### src/hw/rtl/slpq_pkg.sv
// Shared types and codes for the sorted list priority queue.
package slpq_pkg;

   // Operation codes on req_func
   localparam logic [1:0] OP_INSERT = 2'd0;
   localparam logic [1:0] OP_ERASE  = 2'd1;
   localparam logic [1:0] OP_POP    = 2'd2;

   // Status codes on rsp_status
   localparam logic [1:0] STAT_OK      = 2'd0;
   localparam logic [1:0] STAT_FULL    = 2'd1;
   localparam logic [1:0] STAT_MISSING = 2'd2;
   localparam logic [1:0] STAT_EMPTY   = 2'd3;

   // Port field widths
   localparam int KEY_PORT_BITS   = 16;
   localparam int COUNT_PORT_BITS = 5;

   typedef enum logic [3:0] {
      S_IDLE = 4'b0001,
      S_READ = 4'b0010,
      S_EXEC = 4'b0100,
      S_HEAD = 4'b1000
   } slpq_state_type;

endpackage

### src/hw/rtl/slpq_ram.sv
// Generic simple dual-port RAM with one write port and a registered read port.
module slpq_ram #(
   parameter int WIDTH = 16,
   parameter int DEPTH = 16,
   localparam int AW = (DEPTH > 1) ? $clog2(DEPTH) : 1
) (
   input  logic             clock,
   input  logic             wr_en,
   input  logic [AW-1:0]    wr_addr,
   input  logic [WIDTH-1:0] wr_data,
   input  logic             rd_en,
   input  logic [AW-1:0]    rd_addr,
   output logic [WIDTH-1:0] rd_data
);

   logic [WIDTH-1:0] mem_ff [DEPTH];
   logic [WIDTH-1:0] rd_data_ff;

   always_ff @(posedge clock) begin
      if (wr_en) begin
         mem_ff[wr_addr] <= wr_data;
      end
      if (rd_en) begin
         rd_data_ff <= mem_ff[rd_addr];
      end
   end

   assign rd_data = rd_data_ff;

endmodule

### src/hw/rtl/sorted_list_priority_queue.sv
// Top level of the sorted list priority queue: control sequencer around one key RAM.
//
// Keys sit in ascending order in one RAM of CAPACITY entries; the front and back
// keys and the count are kept in registers. A transaction is taken when start is
// high and busy is low, and its one result appears on the rsp_ ports for a single
// cycle with rsp_valid high; the receiver cannot stall, so it must take it then.
// An insert walks down from the back, moving each larger-or-equal key up one slot.
// An erase or pop walks the whole list once, moving keys after the match down one
// slot. An insert when full, an erase or pop when empty, and the unused code 3
// answer the cycle after acceptance. In each walk step a key is read through the
// RAM's registered read port in S_READ, then written back one slot along in S_EXEC.
// busy drops in the cycle the result is shown, so the next transaction may be
// taken in that same cycle.
module sorted_list_priority_queue
   import slpq_pkg::*;
#(
   parameter int CAPACITY = 16,
   parameter int KEY_BITS = 16
) (
   input  logic                       clock,
   input  logic                       reset,
   input  logic                       start,
   output logic                       busy,
   input  logic [1:0]                 req_func,
   input  logic [KEY_PORT_BITS-1:0]   req_key,
   output logic                       rsp_valid,
   output logic [1:0]                 rsp_status,
   output logic [KEY_PORT_BITS-1:0]   rsp_popped_key,
   output logic [KEY_PORT_BITS-1:0]   rsp_smallest,
   output logic [KEY_PORT_BITS-1:0]   rsp_largest,
   output logic [COUNT_PORT_BITS-1:0] rsp_count,
   output logic                       rsp_is_empty
);

   localparam int AW = $clog2(CAPACITY);
   localparam int CW = $clog2(CAPACITY + 1);

   slpq_state_type     state_ff, state_in;
   logic [1:0]         op_ff, op_in;
   logic [KEY_BITS-1:0] key_ff, key_in;
   logic [AW-1:0]      idx_ff, idx_in;
   logic               found_ff, found_in;
   logic [KEY_BITS-1:0] prev_ff, prev_in;
   logic [CW-1:0]      count_ff, count_in;
   logic [KEY_BITS-1:0] front_ff, front_in;
   logic [KEY_BITS-1:0] back_ff, back_in;
   logic [1:0]         status_ff, status_in;
   logic [KEY_BITS-1:0] popped_ff, popped_in;
   logic               rsp_valid_ff, rsp_valid_in;

   logic               wr_en;
   logic [AW-1:0]      wr_addr;
   logic [KEY_BITS-1:0] wr_data;
   logic               rd_en;
   logic [KEY_BITS-1:0] rd_data;

   logic [KEY_BITS-1:0] key_req;
   logic               last;
   logic               match;

   assign key_req = KEY_BITS'(req_key);
   assign last    = (CW'(idx_ff) == count_ff - CW'(1));
   assign match   = (op_ff == OP_POP) ? (idx_ff == '0) : (rd_data == key_ff);

   slpq_ram #(
      .WIDTH (KEY_BITS),
      .DEPTH (CAPACITY)
   ) u_keys (
      .clock   (clock),
      .wr_en   (wr_en),
      .wr_addr (wr_addr),
      .wr_data (wr_data),
      .rd_en   (rd_en),
      .rd_addr (idx_ff),
      .rd_data (rd_data)
   );

   always_comb begin
      state_in     = state_ff;
      op_in        = op_ff;
      key_in       = key_ff;
      idx_in       = idx_ff;
      found_in     = found_ff;
      prev_in      = prev_ff;
      count_in     = count_ff;
      front_in     = front_ff;
      back_in      = back_ff;
      status_in    = status_ff;
      popped_in    = popped_ff;
      rsp_valid_in = 1'b0;
      wr_en        = 1'b0;
      wr_addr      = '0;
      wr_data      = '0;
      rd_en        = 1'b0;

      unique case (state_ff)
         S_IDLE: begin
            if (start) begin
               op_in     = req_func;
               key_in    = key_req;
               found_in  = 1'b0;
               popped_in = '0;
               status_in = STAT_OK;
               idx_in    = '0;
               unique case (req_func)
                  OP_INSERT: begin
                     if (count_ff == CW'(CAPACITY)) begin
                        status_in    = STAT_FULL;
                        rsp_valid_in = 1'b1;
                     end else begin
                        if (count_ff == '0 || key_req <= front_ff) begin
                           front_in = key_req;
                        end
                        if (count_ff == '0 || key_req >= back_ff) begin
                           back_in = key_req;
                        end
                        if (count_ff == '0) begin
                           state_in = S_HEAD;
                        end else begin
                           idx_in   = AW'(count_ff - CW'(1));
                           state_in = S_READ;
                        end
                     end
                  end
                  OP_ERASE: begin
                     if (count_ff == '0) begin
                        status_in    = STAT_MISSING;
                        rsp_valid_in = 1'b1;
                     end else begin
                        state_in = S_READ;
                     end
                  end
                  OP_POP: begin
                     if (count_ff == '0) begin
                        status_in    = STAT_EMPTY;
                        rsp_valid_in = 1'b1;
                     end else begin
                        state_in = S_READ;
                     end
                  end
                  default: begin
                     rsp_valid_in = 1'b1;
                  end
               endcase
            end
         end
         S_READ: begin
            rd_en    = 1'b1;
            state_in = S_EXEC;
         end
         S_EXEC: begin
            if (op_ff == OP_INSERT) begin
               wr_en   = 1'b1;
               wr_addr = AW'(idx_ff + AW'(1));
               if (rd_data >= key_ff) begin
                  // equal keys move up too: the new key goes before its equals
                  wr_data = rd_data;
                  if (idx_ff == '0) begin
                     state_in = S_HEAD;
                  end else begin
                     idx_in   = AW'(idx_ff - AW'(1));
                     state_in = S_READ;
                  end
               end else begin
                  wr_data      = key_ff;
                  count_in     = CW'(count_ff + CW'(1));
                  rsp_valid_in = 1'b1;
                  state_in     = S_IDLE;
               end
            end else begin
               prev_in = rd_data;
               if (found_ff) begin
                  wr_en   = 1'b1;
                  wr_addr = AW'(idx_ff - AW'(1));
                  wr_data = rd_data;
                  // a match seen before slot 1 can only have been at the front
                  if (idx_ff == AW'(1)) begin
                     front_in = rd_data;
                  end
               end else if (match) begin
                  found_in = 1'b1;
                  if (op_ff == OP_POP) begin
                     popped_in = rd_data;
                  end
                  if (last && idx_ff != '0) begin
                     back_in = prev_ff;
                  end
               end
               if (last) begin
                  if (found_ff || match) begin
                     count_in = CW'(count_ff - CW'(1));
                  end else begin
                     status_in = STAT_MISSING;
                  end
                  rsp_valid_in = 1'b1;
                  state_in     = S_IDLE;
               end else begin
                  idx_in   = AW'(idx_ff + AW'(1));
                  state_in = S_READ;
               end
            end
         end
         S_HEAD: begin
            wr_en        = 1'b1;
            wr_addr      = '0;
            wr_data      = key_ff;
            count_in     = CW'(count_ff + CW'(1));
            rsp_valid_in = 1'b1;
            state_in     = S_IDLE;
         end
         default: begin
            state_in = S_IDLE;
         end
      endcase
   end

   always_ff @(posedge clock) begin
      if (reset) begin
         state_ff     <= S_IDLE;
         count_ff     <= '0;
         rsp_valid_ff <= 1'b0;
         found_ff     <= 1'b0;
      end else begin
         state_ff     <= state_in;
         count_ff     <= count_in;
         rsp_valid_ff <= rsp_valid_in;
         found_ff     <= found_in;
      end
   end

   always_ff @(posedge clock) begin
      op_ff     <= op_in;
      key_ff    <= key_in;
      idx_ff    <= idx_in;
      prev_ff   <= prev_in;
      front_ff  <= front_in;
      back_ff   <= back_in;
      status_ff <= status_in;
      popped_ff <= popped_in;
   end

   assign busy           = (state_ff != S_IDLE);
   assign rsp_valid      = rsp_valid_ff;
   assign rsp_status     = status_ff;
   assign rsp_popped_key = KEY_PORT_BITS'(popped_ff);
   assign rsp_smallest   = (count_ff == '0) ? '0 : KEY_PORT_BITS'(front_ff);
   assign rsp_largest    = (count_ff == '0) ? '0 : KEY_PORT_BITS'(back_ff);
   assign rsp_count      = COUNT_PORT_BITS'(count_ff);
   assign rsp_is_empty   = (count_ff == '0);

   a_accept_progress: assert property (@(posedge clock) disable iff (reset)
      (start && !busy) |=> (busy || rsp_valid))
      else $error("accepted transaction neither busy nor answered");

   a_count_bound: assert property (@(posedge clock) disable iff (reset)
      rsp_valid |-> (count_ff <= CW'(CAPACITY)))
      else $error("key count beyond capacity");

   a_write_in_range: assert property (@(posedge clock) disable iff (reset)
      wr_en |-> (CW'(wr_addr) <= count_ff))
      else $error("RAM write beyond stored keys");

   a_full_status: assert property (@(posedge clock) disable iff (reset)
      (rsp_valid && rsp_status == STAT_FULL) |-> (count_ff == CW'(CAPACITY)))
      else $error("full status with free space");

endmodule

### config.mk
export PLATFORM = sky130hd
export DESIGN_NAME = sorted_list_priority_queue
export DESIGN_NICKNAME = d
export VERILOG_FILES = /design/src/hw/rtl/slpq_pkg.sv /design/src/hw/rtl/slpq_ram.sv /design/src/hw/rtl/sorted_list_priority_queue.sv
export SDC_FILE = /design/constraint.sdc
export NUM_CORES = 1
export LEC_CHECK = 0
export ABC_CLOCK_PERIOD_IN_PS = 3560
export BUFFER_PORTS_ARGS = -buffer_cell sky130_fd_sc_hd__buf_2
export CORE_MARGIN = 2
export CORE_UTILIZATION = 37
export DETAILED_ROUTE_END_ITERATION = 6
export HOLD_SLACK_MARGIN = 0.08
export PLACE_DENSITY = 0.52
export SLEW_MARGIN = 25
export SYNTH_ARGS = -nofsm -noshare
export SYNTH_HDL_FRONTEND = slang
export SYNTH_SLANG_ARGS = --single-unit
export TNS_END_PERCENT = 20
### constraint.sdc
create_clock -name clock -period 3.56 [get_ports clock]
set_clock_uncertainty 0.2 [all_clocks]
set_input_delay 0.178 -clock clock [delete_from_list [all_inputs] [get_ports clock]]
set_output_delay 0.178 -clock clock [all_outputs]
set_load 0.02 [all_outputs]
==> impl_metrics.toml <==
[global_routing]
grt_max_degree = 46
grt_pass1_wl_um = 56700
grt_pass1_vias = 8930
gr-usage-all-layers_pct = 17.2
antenna_found_initial = 0
grt_overflow = 0

[status]
run_status = "completed"

[detailed_routing]
route.detailed.drc = 0
drtIter0Drc = 766
drt-total-wl_um = 37800
vias = 8907
ant_nets = 0
dr.pass1.iters = 5
wl_per_cell_um = 21.7
avgViaCountPerCell = 5.11

[die]
die_w_um = 212
fp.coreArea_sq_um = 42900
die_y_um = 212
dieArea_sq_um = 44900
num_rows = 76
initial_core_util_pct = 37.3
io_pins = 79

[pwr]
p_seq_share_pct = 44.8
power_w = 0.0116
ir_drop_mv = 0.298
swShare_pct = 26.9
comb_power_share_pct = 18.7
power_per_cell_area_nw_per_um2 = 611
p_leak_nw = 6.41
switchingPower_w = 0.00312
clock_power_share_pct = 36.5
p_int_w = 0.00849

[clock_network]
cts_setup_buffers = 0
numCtsBuffers = 38
h-tree-depth = 2
cts_hold_buf = 20
cts_resized = 0
clk_latency_ns = 0.55
cts.clk_slew.worst_paths_ns = 0.06
cts_tree = "yes"
cts_buffer_depth = 3
numClockSinks = 371
cts_root_buffer = "clkbuf_16"

[worst_setup_path]
rrSetupSlack_ns = 0.35
worstPathRequired_ns = 3.61
reg2reg_from = "u_keys.rd_data[9]"
critPathKind = "register to register"
endpoint = "u_keys.mem_ff[2][7]"
start_kind = "register"
end_kind = "register"
crit_start = "u_keys.rd_data[9]"
ff2ff_path_depth = 9
worstPathMaxFanout = 16
worst_ep_arrival_time_ns = 3.26
reg2reg_to = "u_keys.mem_ff[2][7]"

[sta]
grt_setup_unrepaired = "false"
tightest_slew_ns = 0.821
hold_violations = 0
final_max_slew_viol_count = 0
relSlewSlack_pct = 45.2
fin_tns_setup_ns = 0
period_share_pct = 90.2
fmax_ghz = 0.312
finalSetupViolCount = 0
min_period_ns = 3.21
worst_slack_ns = 0.350

[synthesis]
synth_most_common_cell = "edfxtp_1"
yosys.cell_types.count = 53
synth-main-ff-cell = "edfxtp_1"
synth_common_cells = "360 x edfxtp_1, 81 x nand2_1, 80 x mux4_2"
postSynthCellCount = 980
synth_edf_count = 360
mappedNetlistArea_sq_um = 16000
synth.area.top_cells = "edfxtp_1 68%, mux4_2 11%, ha_1 4.5%, nand2_1 1.9%, nor2_1 1.7%"
synth_top_area_share_pct = 67.6
syn_nets = 1059
async_reset_ff_share_pct = 0
avgSynthCellArea_sq_um = 16.3
yosys_warnings = 0
ys_seq_area_share_pct = 69.0
synth_top_cell_by_area = "edfxtp_1"
ys_ff_latch = 371

[flow_run]
maxCapViolCount = 0

[cells_and_area]
finalInstanceArea_sq_um = 19000
final_nets = 1212
syn2layout_area_growth_pct = 18.8
finalNonFillerCells = 1744
diodes = 0
drive_above_1_share_pct = 25.8

[place]
portBuffers = 78
dpl_cell_area_sq_um = 17500
dp_cells = 1658
dp_worst_setup_slack_ns = 0.322
gp_congestion = 0.816
dp_hpwl_um = 24600

[worst_hold_path]
hp-start = "req_func[0]"
worstHoldPathType = "input port to register"
==> area by class of cell <==
class                   count  area, sq um
clock buffers              40          958
clock inverters            26          374
fillers                  3741        23900
inverters                  63          236
multi-input cells         506         4630
flip-flops and latches    371        11000
well taps                 585          732
repair buffers            153         1030
==> kinds of logic (layout without fill, tap and decap cells) <==
kind of cell	count (synthesis)	after routing	share of synthesized area, %
XOR/XNOR	14	14	0.767
flip-flops	371	371	69.0
multiplexers	84	84	11.5
AND/OR/NAND/NOR	249	249	7.31
AO/OA/AOI/OAI	101	101	4.43
buffers and inverters	103	282	2.44
adder cells (fa/ha/maj)	58	58	4.54
==> critical path, cell delays in order (launching register included) <==
cell and delay [ns]:
edfxtp_1 0.44, ha_1 0.32, a211oi_1 0.23, nor2_1 0.10, or3_1 0.39, a21oi_2 0.17, nand3_1 0.14, o21ai_2 0.18
buf_4 0.18, a32o_1 0.55
==> worst min path at each step <==
stage / endpoint / slack (ns) / depth (start not counted)
2_1_floorplan: key_ff[0] / 0.08 / 0
3_3_place_gp: op_ff[1] / 0.22 / 1
3_5_place_dp: key_ff[0] / 0.21 / 1
4_1_cts: op_ff[0] / 0.18 / 2
5_1_grt: key_ff[0] / 0.22 / 2
6_report: op_ff[0] / 0.21 / 2
==> cell usage in the layout (no fill, tap or decap), types with 6 or more instances in the layout <==
cell | netlist | final
ha_1 | 58 | 58
and2_1 | 20 | 20
clkinv_1 | 0 | 6
inv_1 | 62 | 62
buf_4 | 1 | 53
dfxtp_1 | 11 | 11
or3_1 | 8 | 8
xnor2_1 | 9 | 9
nand4_1 | 17 | 17
nor3_1 | 6 | 6
clkinv_2 | 0 | 6
dlygate4sd3_1 | 0 | 20
o21ai_0 | 23 | 23
bufinv_16 | 0 | 8
a21oi_1 | 18 | 18
nor2_2 | 0 | 16
a32o_1 | 15 | 15
buf_2 | 0 | 78
clkbuf_16 | 0 | 38
a21o_1 | 10 | 10
edfxtp_1 | 360 | 360
mux4_2 | 80 | 80
nand2b_1 | 17 | 17
nand2_1 | 81 | 81
nand3_1 | 16 | 16
nor2_1 | 72 | 56
==> sequential cells by signal, indices dropped and copies added, names as in the netlist <==
name            count
back_ff            16
found_ff            1
front_ff           16
idx_ff              4
key_ff             16
op_ff               2
prev_ff            16
rsp_count           5
rsp_popped_key     16
rsp_status          2
rsp_valid           1
state_ff            4
u_keys.mem_ff     256
u_keys.rd_data     16
==> per-layer routing <==
layer / global-route usage [%] / wire [um]
met2: 28.9 / 18200
met3: 2.42 / 1700
met4: 4.88 / 885
met1: 23.6 / 17000
met5: 0 / 0
==> stage by stage <==
step                      utilization [%]  hold slack (ns)
after floorplan                         -           0.0769
after global placement               40.7            0.218
after detailed placement             40.7            0.207
after CTS                            44.3            0.185
after global routing                 44.3            0.219
final                                44.3            0.212
==> power by group through the flow <==
stage          Combinational, W  Clock, W  Sequential (W)
3_3_place_gp            0.00219         0         0.00529
4_1_cts                 0.00222   0.00433         0.00520
3_5_place_dp            0.00220         0         0.00529
6_report                0.00217   0.00424         0.00520
2_1_floorplan           0.00141         0         0.00531
5_1_grt                 0.00237   0.00451         0.00522
Power figures use the tool's default switching activity.
